## config.mk

```make
export PLATFORM = sky130hd
export DESIGN_NAME = rfbw_seq
export DESIGN_NICKNAME = d
export VERILOG_FILES = /design/src/rtl/rfbw_pkg.sv /design/src/rtl/rfbw_seq.sv
export SDC_FILE = /design/constraint.sdc
export NUM_CORES = 1
export LEC_CHECK = 0
export BUFFER_PORTS_ARGS = -buffer_cell sky130_fd_sc_hd__buf_2
export CAP_MARGIN = 15
export CORE_AREA = 3 3 223 225
export CTS_CLUSTER_SIZE = 40
export DETAILED_ROUTE_END_ITERATION = 16
export DIE_AREA = 0 0 226 228
export SETUP_SLACK_MARGIN = 0.3
export SLEW_MARGIN = 20
export SYNTH_ARGS = -nofsm -noshare
export SYNTH_HDL_FRONTEND = slang
export SYNTH_SLANG_ARGS = --single-unit
```

## constraint.sdc

```tcl
create_clock -name clock -period 5.5 [get_ports clock]
set_input_delay 1.1 -clock clock [delete_from_list [all_inputs] [get_ports clock]]
set_output_delay 1.1 -clock clock [all_outputs]
set_load 0.01 [all_outputs]
```

## src/rtl/rfbw_pkg.sv

```systemverilog
`timescale 1ns / 1ps
// Shared types and constants for the rotated RGB frame buffer writer.
// No dependencies; used by every module under rtl/.
package rfbw_pkg;

   localparam int CANVAS_WIDTH_DEF  = 64;
   localparam int CANVAS_HEIGHT_DEF = 32;

   localparam int COLOR_W     = 8;
   localparam int PIXEL_W     = 3 * COLOR_W;
   localparam int COORD_W     = 16;
   localparam int FUNC_W      = 3;
   localparam int COUNT_W     = 12;
   localparam int COUNT_MAX   = 4095;
   localparam int CSR_INDEX_W = 4;
   localparam int CSR_DATA_W  = 8;

   localparam logic [COLOR_W-1:0] BRIGHTNESS_RST = 8'hFF;
   localparam logic [1:0]         ROTATION_RST   = 2'd0;

   typedef enum logic [FUNC_W-1:0] {
      FUNC_WRITE = 3'd0,
      FUNC_READ  = 3'd1,
      FUNC_HLINE = 3'd2,
      FUNC_VLINE = 3'd3,
      FUNC_FILL  = 3'd4
   } func_type;

   typedef enum logic [CSR_INDEX_W-1:0] {
      CSR_BRIGHTNESS = 4'd0,
      CSR_ROTATION   = 4'd1
   } csr_index_type;

   typedef struct packed {
      logic [COLOR_W-1:0] brightness;
      logic [1:0]         rotation;
   } cfg_type;

endpackage

```

## src/rtl/rfbw_seq.sv

```systemverilog
`timescale 1ns / 1ps
// Command sequencer: colour scaling, clipping, rotation mapping and the
// pixel walk over the store. Depends on rfbw_pkg; drives rfbw_store.
module rfbw_seq #(
   parameter int CANVAS_WIDTH  = rfbw_pkg::CANVAS_WIDTH_DEF,
   parameter int CANVAS_HEIGHT = rfbw_pkg::CANVAS_HEIGHT_DEF,
   parameter int DEPTH         = CANVAS_WIDTH * CANVAS_HEIGHT,
   parameter int ADDR_W        = (DEPTH > 1) ? $clog2(DEPTH) : 1
) (
   input  logic                                clock,
   input  logic                                reset,
   input  rfbw_pkg::cfg_type                   cfg,
   input  logic                                start,
   output logic                                busy,
   input  logic [rfbw_pkg::FUNC_W-1:0]         req_func,
   input  logic signed [rfbw_pkg::COORD_W-1:0] req_pos_x,
   input  logic signed [rfbw_pkg::COORD_W-1:0] req_pos_y,
   input  logic signed [rfbw_pkg::COORD_W-1:0] req_span,
   input  logic [rfbw_pkg::COLOR_W-1:0]        req_red,
   input  logic [rfbw_pkg::COLOR_W-1:0]        req_green,
   input  logic [rfbw_pkg::COLOR_W-1:0]        req_blue,
   output logic                                mem_we,
   output logic                                mem_re,
   output logic [ADDR_W-1:0]                   mem_addr,
   output logic [rfbw_pkg::PIXEL_W-1:0]        mem_wdata,
   input  logic [rfbw_pkg::PIXEL_W-1:0]        mem_rdata,
   output logic                                rsp_valid,
   output logic [rfbw_pkg::COLOR_W-1:0]        rsp_read_red,
   output logic [rfbw_pkg::COLOR_W-1:0]        rsp_read_green,
   output logic [rfbw_pkg::COLOR_W-1:0]        rsp_read_blue,
   output logic [rfbw_pkg::COUNT_W-1:0]        rsp_pixels_written
);

   localparam int DIM_MAX    = (CANVAS_WIDTH > CANVAS_HEIGHT) ? CANVAS_WIDTH : CANVAS_HEIGHT;
   localparam int CRD_W      = $clog2(DIM_MAX + 1);
   localparam int CNT_W      = $clog2(DEPTH + 1);
   localparam int RNG_W      = rfbw_pkg::COORD_W + 2;
   localparam int CW         = rfbw_pkg::COLOR_W;
   localparam int FILL_COUNT = (DEPTH > rfbw_pkg::COUNT_MAX) ? rfbw_pkg::COUNT_MAX : DEPTH;

   typedef enum logic [3:0] {
      ST_CLEAR,
      ST_IDLE,
      ST_CALC,
      ST_CLIP,
      ST_MAP,
      ST_ADDR,
      ST_RUN,
      ST_READ,
      ST_READ_DONE
   } state_type;

   state_type                             state_ff, state_in;
   rfbw_pkg::func_type                    op_ff, op_in;
   logic signed [rfbw_pkg::COORD_W-1:0]   x_ff, x_in, y_ff, y_in, span_ff, span_in;
   logic [CW-1:0]                         red_ff, red_in, green_ff, green_in, blue_ff, blue_in;
   logic [rfbw_pkg::PIXEL_W-1:0]          colour_ff, colour_in;
   logic                                  horiz_ff, horiz_in;
   logic signed [RNG_W-1:0]               a_raw_ff, a_raw_in, b_raw_ff, b_raw_in;
   logic                                  fixed_ok_ff, fixed_ok_in;
   logic [CRD_W-1:0]                      fixed_ff, fixed_in;
   logic [CRD_W-1:0]                      a_clip_ff, a_clip_in, len_ff, len_in;
   logic                                  line_ok_ff, line_ok_in;
   logic [CRD_W-1:0]                      px_ff, px_in, py_ff, py_in;
   logic [ADDR_W-1:0]                     idx_ff, idx_in;
   logic [CNT_W-1:0]                      remain_ff, remain_in;
   logic                                  step_big_ff, step_big_in, step_neg_ff, step_neg_in;
   logic                                  rsp_valid_ff, rsp_valid_in;
   logic [CW-1:0]                         rsp_red_ff, rsp_red_in;
   logic [CW-1:0]                         rsp_green_ff, rsp_green_in;
   logic [CW-1:0]                         rsp_blue_ff, rsp_blue_in;
   logic [rfbw_pkg::COUNT_W-1:0]          rsp_count_ff, rsp_count_in;

   // logical canvas size under the current rotation
   logic [CRD_W-1:0] log_w, log_h;
   assign log_w = cfg.rotation[0] ? CRD_W'(CANVAS_HEIGHT) : CRD_W'(CANVAS_WIDTH);
   assign log_h = cfg.rotation[0] ? CRD_W'(CANVAS_WIDTH)  : CRD_W'(CANVAS_HEIGHT);

   // CALC stage: scale, line range before clipping, cross-axis check
   logic [CW:0]                         bright1;
   logic [2*CW:0]                       prod_r, prod_g, prod_b;
   logic                                horiz_c, single_c;
   logic signed [rfbw_pkg::COORD_W-1:0] start_c, fixed_c, span_c;
   logic signed [RNG_W-1:0]             start_ext, span_ext;
   logic [CRD_W-1:0]                    flim_c;
   logic                                fixed_ok_c;

   assign bright1 = {1'b0, cfg.brightness} + (CW + 1)'(1);
   assign prod_r  = (2*CW + 1)'(red_ff)   * (2*CW + 1)'(bright1);
   assign prod_g  = (2*CW + 1)'(green_ff) * (2*CW + 1)'(bright1);
   assign prod_b  = (2*CW + 1)'(blue_ff)  * (2*CW + 1)'(bright1);

   assign horiz_c   = (op_ff != rfbw_pkg::FUNC_VLINE);
   assign single_c  = (op_ff == rfbw_pkg::FUNC_WRITE) || (op_ff == rfbw_pkg::FUNC_READ);
   assign start_c   = horiz_c ? x_ff : y_ff;
   assign fixed_c   = horiz_c ? y_ff : x_ff;
   assign span_c    = single_c ? rfbw_pkg::COORD_W'(1) : span_ff;
   assign start_ext = {{2{start_c[rfbw_pkg::COORD_W-1]}}, start_c};
   assign span_ext  = {{2{span_c[rfbw_pkg::COORD_W-1]}}, span_c};
   assign flim_c    = horiz_c ? log_h : log_w;
   assign fixed_ok_c = !fixed_c[rfbw_pkg::COORD_W-1]
                     && (fixed_c[rfbw_pkg::COORD_W-2:0] < (rfbw_pkg::COORD_W - 1)'(flim_c));

   // CLIP stage
   logic [CRD_W-1:0]        lim_c;
   logic signed [RNG_W-1:0] lim_s, a_c, b_c, diff_c;

   assign lim_c  = horiz_ff ? log_w : log_h;
   assign lim_s  = $signed(RNG_W'(lim_c));
   assign a_c    = (a_raw_ff < 0) ? '0 : a_raw_ff;
   assign b_c    = (b_raw_ff > lim_s) ? lim_s : b_raw_ff;
   assign diff_c = b_c - a_c;

   // MAP stage: logical to physical
   logic [CRD_W-1:0] lx_c, ly_c, px_c, py_c;
   assign lx_c = horiz_ff ? a_clip_ff : fixed_ff;
   assign ly_c = horiz_ff ? fixed_ff  : a_clip_ff;

   always_comb begin
      case (cfg.rotation)
         2'd1: begin
            px_c = CRD_W'(CANVAS_WIDTH - 1) - ly_c;
            py_c = lx_c;
         end
         2'd2: begin
            px_c = CRD_W'(CANVAS_WIDTH - 1) - lx_c;
            py_c = CRD_W'(CANVAS_HEIGHT - 1) - ly_c;
         end
         2'd3: begin
            px_c = ly_c;
            py_c = CRD_W'(CANVAS_HEIGHT - 1) - lx_c;
         end
         default: begin
            px_c = lx_c;
            py_c = ly_c;
         end
      endcase
   end

   // ADDR stage and walk
   logic [ADDR_W-1:0] idx_calc, step_val, idx_next;
   assign idx_calc = ADDR_W'(32'(py_ff) * 32'(CANVAS_WIDTH) + 32'(px_ff));
   assign step_val = step_big_ff ? ADDR_W'(CANVAS_WIDTH) : ADDR_W'(1);
   assign idx_next = step_neg_ff ? (idx_ff - step_val) : (idx_ff + step_val);

   always_comb begin
      state_in     = state_ff;
      op_in        = op_ff;
      x_in         = x_ff;
      y_in         = y_ff;
      span_in      = span_ff;
      red_in       = red_ff;
      green_in     = green_ff;
      blue_in      = blue_ff;
      colour_in    = colour_ff;
      horiz_in     = horiz_ff;
      a_raw_in     = a_raw_ff;
      b_raw_in     = b_raw_ff;
      fixed_ok_in  = fixed_ok_ff;
      fixed_in     = fixed_ff;
      a_clip_in    = a_clip_ff;
      len_in       = len_ff;
      line_ok_in   = line_ok_ff;
      px_in        = px_ff;
      py_in        = py_ff;
      idx_in       = idx_ff;
      remain_in    = remain_ff;
      step_big_in  = step_big_ff;
      step_neg_in  = step_neg_ff;
      rsp_valid_in = 1'b0;
      rsp_red_in   = rsp_red_ff;
      rsp_green_in = rsp_green_ff;
      rsp_blue_in  = rsp_blue_ff;
      rsp_count_in = rsp_count_ff;
      mem_we       = 1'b0;
      mem_re       = 1'b0;
      mem_wdata    = colour_ff;

      case (state_ff)
         ST_CLEAR: begin
            mem_we    = 1'b1;
            mem_wdata = '0;
            idx_in    = idx_ff + ADDR_W'(1);
            if (idx_ff == ADDR_W'(DEPTH - 1)) begin
               state_in = ST_IDLE;
            end
         end
         ST_IDLE: begin
            if (start) begin
               op_in    = rfbw_pkg::func_type'(req_func);
               x_in     = req_pos_x;
               y_in     = req_pos_y;
               span_in  = req_span;
               red_in   = req_red;
               green_in = req_green;
               blue_in  = req_blue;
               state_in = ST_CALC;
            end
         end
         ST_CALC: begin
            colour_in   = {prod_r[2*CW-1:CW], prod_g[2*CW-1:CW], prod_b[2*CW-1:CW]};
            horiz_in    = horiz_c;
            fixed_ok_in = fixed_ok_c;
            fixed_in    = CRD_W'(fixed_c);
            if (!span_c[rfbw_pkg::COORD_W-1]) begin
               a_raw_in = start_ext;
               b_raw_in = start_ext + span_ext;
            end else begin
               a_raw_in = start_ext + RNG_W'(1) + span_ext;
               b_raw_in = start_ext + RNG_W'(1);
            end
            case (op_ff)
               rfbw_pkg::FUNC_FILL: begin
                  idx_in      = '0;
                  remain_in   = CNT_W'(DEPTH);
                  step_big_in = 1'b0;
                  step_neg_in = 1'b0;
                  state_in    = ST_RUN;
               end
               rfbw_pkg::FUNC_WRITE, rfbw_pkg::FUNC_READ,
               rfbw_pkg::FUNC_HLINE, rfbw_pkg::FUNC_VLINE: begin
                  state_in = ST_CLIP;
               end
               default: begin
                  rsp_valid_in = 1'b1;
                  rsp_red_in   = '0;
                  rsp_green_in = '0;
                  rsp_blue_in  = '0;
                  rsp_count_in = '0;
                  state_in     = ST_IDLE;
               end
            endcase
         end
         ST_CLIP: begin
            a_clip_in  = CRD_W'(a_c);
            len_in     = CRD_W'(diff_c);
            line_ok_in = fixed_ok_ff && (a_c < b_c);
            state_in   = ST_MAP;
         end
         ST_MAP: begin
            px_in    = px_c;
            py_in    = py_c;
            state_in = ST_ADDR;
         end
         ST_ADDR: begin
            idx_in      = idx_calc;
            remain_in   = CNT_W'(len_ff);
            step_big_in = horiz_ff ? cfg.rotation[0] : !cfg.rotation[0];
            step_neg_in = horiz_ff ? cfg.rotation[1] : (cfg.rotation[0] ^ cfg.rotation[1]);
            if (line_ok_ff) begin
               state_in = (op_ff == rfbw_pkg::FUNC_READ) ? ST_READ : ST_RUN;
            end else begin
               rsp_valid_in = 1'b1;
               rsp_red_in   = '0;
               rsp_green_in = '0;
               rsp_blue_in  = '0;
               rsp_count_in = '0;
               state_in     = ST_IDLE;
            end
         end
         ST_RUN: begin
            mem_we    = 1'b1;
            idx_in    = idx_next;
            remain_in = remain_ff - CNT_W'(1);
            if (remain_ff == CNT_W'(1)) begin
               rsp_valid_in = 1'b1;
               rsp_red_in   = '0;
               rsp_green_in = '0;
               rsp_blue_in  = '0;
               rsp_count_in = (op_ff == rfbw_pkg::FUNC_FILL) ?
                              rfbw_pkg::COUNT_W'(FILL_COUNT) : rfbw_pkg::COUNT_W'(len_ff);
               state_in     = ST_IDLE;
            end
         end
         ST_READ: begin
            mem_re   = 1'b1;
            state_in = ST_READ_DONE;
         end
         ST_READ_DONE: begin
            rsp_valid_in = 1'b1;
            rsp_red_in   = mem_rdata[3*CW-1:2*CW];
            rsp_green_in = mem_rdata[2*CW-1:CW];
            rsp_blue_in  = mem_rdata[CW-1:0];
            rsp_count_in = '0;
            state_in     = ST_IDLE;
         end
         default: begin
            state_in = ST_IDLE;
         end
      endcase
   end

   always_ff @(posedge clock) begin
      if (reset) begin
         state_ff     <= ST_CLEAR;
         idx_ff       <= '0;
         rsp_valid_ff <= 1'b0;
      end else begin
         state_ff     <= state_in;
         idx_ff       <= idx_in;
         rsp_valid_ff <= rsp_valid_in;
      end
      op_ff        <= op_in;
      x_ff         <= x_in;
      y_ff         <= y_in;
      span_ff      <= span_in;
      red_ff       <= red_in;
      green_ff     <= green_in;
      blue_ff      <= blue_in;
      colour_ff    <= colour_in;
      horiz_ff     <= horiz_in;
      a_raw_ff     <= a_raw_in;
      b_raw_ff     <= b_raw_in;
      fixed_ok_ff  <= fixed_ok_in;
      fixed_ff     <= fixed_in;
      a_clip_ff    <= a_clip_in;
      len_ff       <= len_in;
      line_ok_ff   <= line_ok_in;
      px_ff        <= px_in;
      py_ff        <= py_in;
      remain_ff    <= remain_in;
      step_big_ff  <= step_big_in;
      step_neg_ff  <= step_neg_in;
      rsp_red_ff   <= rsp_red_in;
      rsp_green_ff <= rsp_green_in;
      rsp_blue_ff  <= rsp_blue_in;
      rsp_count_ff <= rsp_count_in;
   end

   assign busy               = (state_ff != ST_IDLE);
   assign mem_addr           = idx_ff;
   assign rsp_valid          = rsp_valid_ff;
   assign rsp_read_red       = rsp_red_ff;
   assign rsp_read_green     = rsp_green_ff;
   assign rsp_read_blue      = rsp_blue_ff;
   assign rsp_pixels_written = rsp_count_ff;

endmodule

```

==> impl_metrics.ini <==
[layout]
syn_to_final_growth_pct = 19.1
drive_above_1_share = 0.201
nets = 2526

[timing]
finalClockSkew_ns = 0.0111
final-setup-viol-count = 0
rsz0062_at_grt = yes
hold_violations = 0
fin_crit_ns = 5.10
fin_tns_setup_ns = 0
hold_slack_ns = 0.532
slew_headroom = 0.366
fmax_mhz = 196
period_share = 0.928
slew_viol_final = 0
tightest_slew_ns = 0.948

[synth]
synth_cell_types = 85
ys_top_cells_by_area = edfxtp_1 (34%), fa_1 (13%), ha_1 (11%)
netlist.area_leader.share = 0.340
synthTopCellsByCount = edfxtp_1 (216), inv_1 (205), nand2_1 (176)
synth.most_common_cell = edfxtp_1
yosys_warnings = 0
async_reset_ff_frac = 0
syn_inst = 1865
seq_area_frac_synth = 0.356
yosys.area.top_type = edfxtp_1
synth_edf_count = 216
syn-cell-area_sq_um = 19100
ys.flop_type = edfxtp_1
syn_avg_cell_area_sq_um = 10.2
ys_seq_elements = 232

[status]
status = complete, no violations

[clock_tree]
htreeDepth = 1
cts_sinks = 232
cts_max_path_buffers = 3
root_buffer = clkbuf_16
clk_pin_slew_worst_paths_ns = 0.06
cts_made_buffers = 27
clk_latency_ns = 0.57
cts_tree = built

[grt]
grt_usage = 0.177
grt_pass1_vias = 14400
grt_pass1_wl_mm = 74.4
grt_max_degree = 58
antenna_found_initial = 1
grt-ovfl-total = 0

[drt]
wl_per_cell_um = 16.5
firstDrtPassIters = 5
detail_route.vias_per_cell = 5.03
wirelength_mm = 45.4
drtAntennaViolNets = 0
vias = 13800
drt_iter0_drc = 682
drc = 0

[pwr]
seq_power_share = 0.358
max-vdd-ir-drop_mv = 0.237
p_comb_frac = 0.284
p_int_mw = 3.97
power-per-cell-area_nw_per_um2 = 242
p_sw_frac = 0.279
clkPwrFrac = 0.358
power.switching_mw = 1.54
leakage_nw = 10.0

[critical_path]
worstSetupEndpointType = register
crit_slowest_cell = fa_1
cpMostUsedCell = fa_1
required_ns = 5.82
cp_cell_sequence = buf_8 -> ha_4 -> nand3_4 -> nor2_4 -> xor2_4 -> buf_12 -> buf_12 -> and2_4 -> fa_1 -> inv_2 -> fa_1 -> fa_1 -> fa_1 -> inv_2 -> ha_4 -> a21oi_2 -> o21ai_2 -> a21oi_2 -> o211ai_1 -> a31oi_1 -> o21bai_1 -> xnor2_1
cp_num_buf_inv = 5
critPathKind = in2reg
crit_fanout = 7
critical_path.max_stage_delay_ns = 0.53
cp-start-kind = input port
critical_path_arrival_ns = 5.42
crit_family = adder cells

[placement]
dp_hpwl_mm = 35.0
globalplace.congestion = 0.851
port_buffers = 182

[floorplan]
die_x_um = 226
io_pins = 187
start_util = 0.400
rows = 80
die_y_um = 228
dieArea_sq_um = 51500
core_sq_um = 47700

[worst_hold_path]
hold_class = reg2reg

[job]
maxCapViolations = 0
-- state kept, by name, summed over array words and instances (netlist names), 4 cells and up --
register,flops
rsp_read_green,8
mem_addr,11
y_ff,16
red_ff,8
colour_ff,24
green_ff,8
rsp_read_red,8
rsp_pixels_written,8
px_ff,7
state_ff,4
fixed_ff,7
a_clip_ff,7
span_ff,16
blue_ff,8
py_ff,5
x_ff,16
a_raw_ff,18
rsp_read_blue,8
len_ff,7
remain_ff,12
b_raw_ff,17
-- cell families after synthesis --
| family | Yosys count | synth area share |
|---|---|---|
| and+or+nand+nor | 650 | 0.179 |
| adders and majority gates | 299 | 0.245 |
| buffers and inverters | 269 | 0.0548 |
| AOI/OAI and AO/OA | 267 | 0.0928 |
| DFF | 232 | 0.356 |
| xor gates and xnor gates | 103 | 0.0480 |
| muxes | 44 | 0.0242 |
| other | 1 | 0.000196 |
-- layer usage --
metal / wire length, um / track usage
met1: 21500 / 0.251
met5: 0 / 0
met3: 2250 / 0.0239
met4: 982 / 0.0427
met2: 20700 / 0.287
-- stage by stage --
stage	cells	worst slack, ns	total power, mW	instance area [sq um]	util
2_1_floorplan	1868	0.100	3.06	19600	-
3_3_place_gp	2689	-0.159	3.50	21600	0.451
3_5_place_dp	2689	-0.239	3.54	21600	0.451
4_1_cts	2739	0.382	5.56	22500	0.472
5_1_grt	2752	0.238	5.88	22700	0.476
6_report	2752	0.397	5.51	22700	0.476
-- worst paths after layout --
check | from | endpoint | slack, ns | depth (start not counted)
min reg2reg | mem_addr[7]$_SDFFE_PP0P_ | mem_addr[7]$_SDFFE_PP0P_ | 0.53 | 2
max | cfg[2] | colour_ff[7]$_DFFE_PP_ | 0.40 | 22
min | mem_addr[7]$_SDFFE_PP0P_ | mem_addr[7]$_SDFFE_PP0P_ | 0.53 | 2
max reg2reg | green_ff[4]$_DFFE_PP_ | colour_ff[15]$_DFFE_PP_ | 1.00 | 15
-- power by group through the flow --
stage | clock network [mW] | logic [mW] | registers (mW)
after floorplan | 0 | 1.05 | 2.01
after global placement | 0 | 1.50 | 2.01
after detailed placement | 0 | 1.53 | 2.01
after CTS | 2.04 | 1.55 | 1.97
after global routing | 2.12 | 1.78 | 1.97
final | 1.97 | 1.57 | 1.97
-- worst min-delay path, cell delays in order (launching register included) --
cell      delay [ns]
dfxtp_1         0.33
nor2_1          0.10
a211oi_1        0.05
-- what timing repair did --
item	CTS	global route
gates resized for setup	0	24
hold buffers	0	0
setup buffers	0	11
setup endpoints to repair	0	11
-- placed cells by master, fill, tap and decap left out, drive strengths merged, types with 8 or more instances in the layout --
master  synthesis  layout
a211oi         24      24
a21o           20      20
a21oi          81      81
and2          164     164
and3           13      13
buf            20     278
clkbuf         41      30
dfxtp          16      16
edfxtp        216     216
fa            124     124
ha            175     175
inv           208     211
mux2           15      15
mux2i          29      29
nand2         176     176
nand2b         19      19
nand3          30      30
nand4           9       9
nor2           96      96
nor2b          80      80
nor3           23      23
nor4           11      11
o21a           13      13
o21ai          59      59
o31ai           8       8
xnor2          70      70
xor2           33      33
-- final cells by class --
cell class / instances / area (sq um)
multi-input cells: 1367 / 11700
fillers: 4426 / 25000
diodes: 1 / 2.50
repair buffers: 279 / 1750
flip-flops and latches: 232 / 6810
well taps: 615 / 769
clock buffers: 29 / 683
clock inverters: 21 / 300
inverters: 208 / 781
No activity file was read; power rests on OpenSTA's default activity.
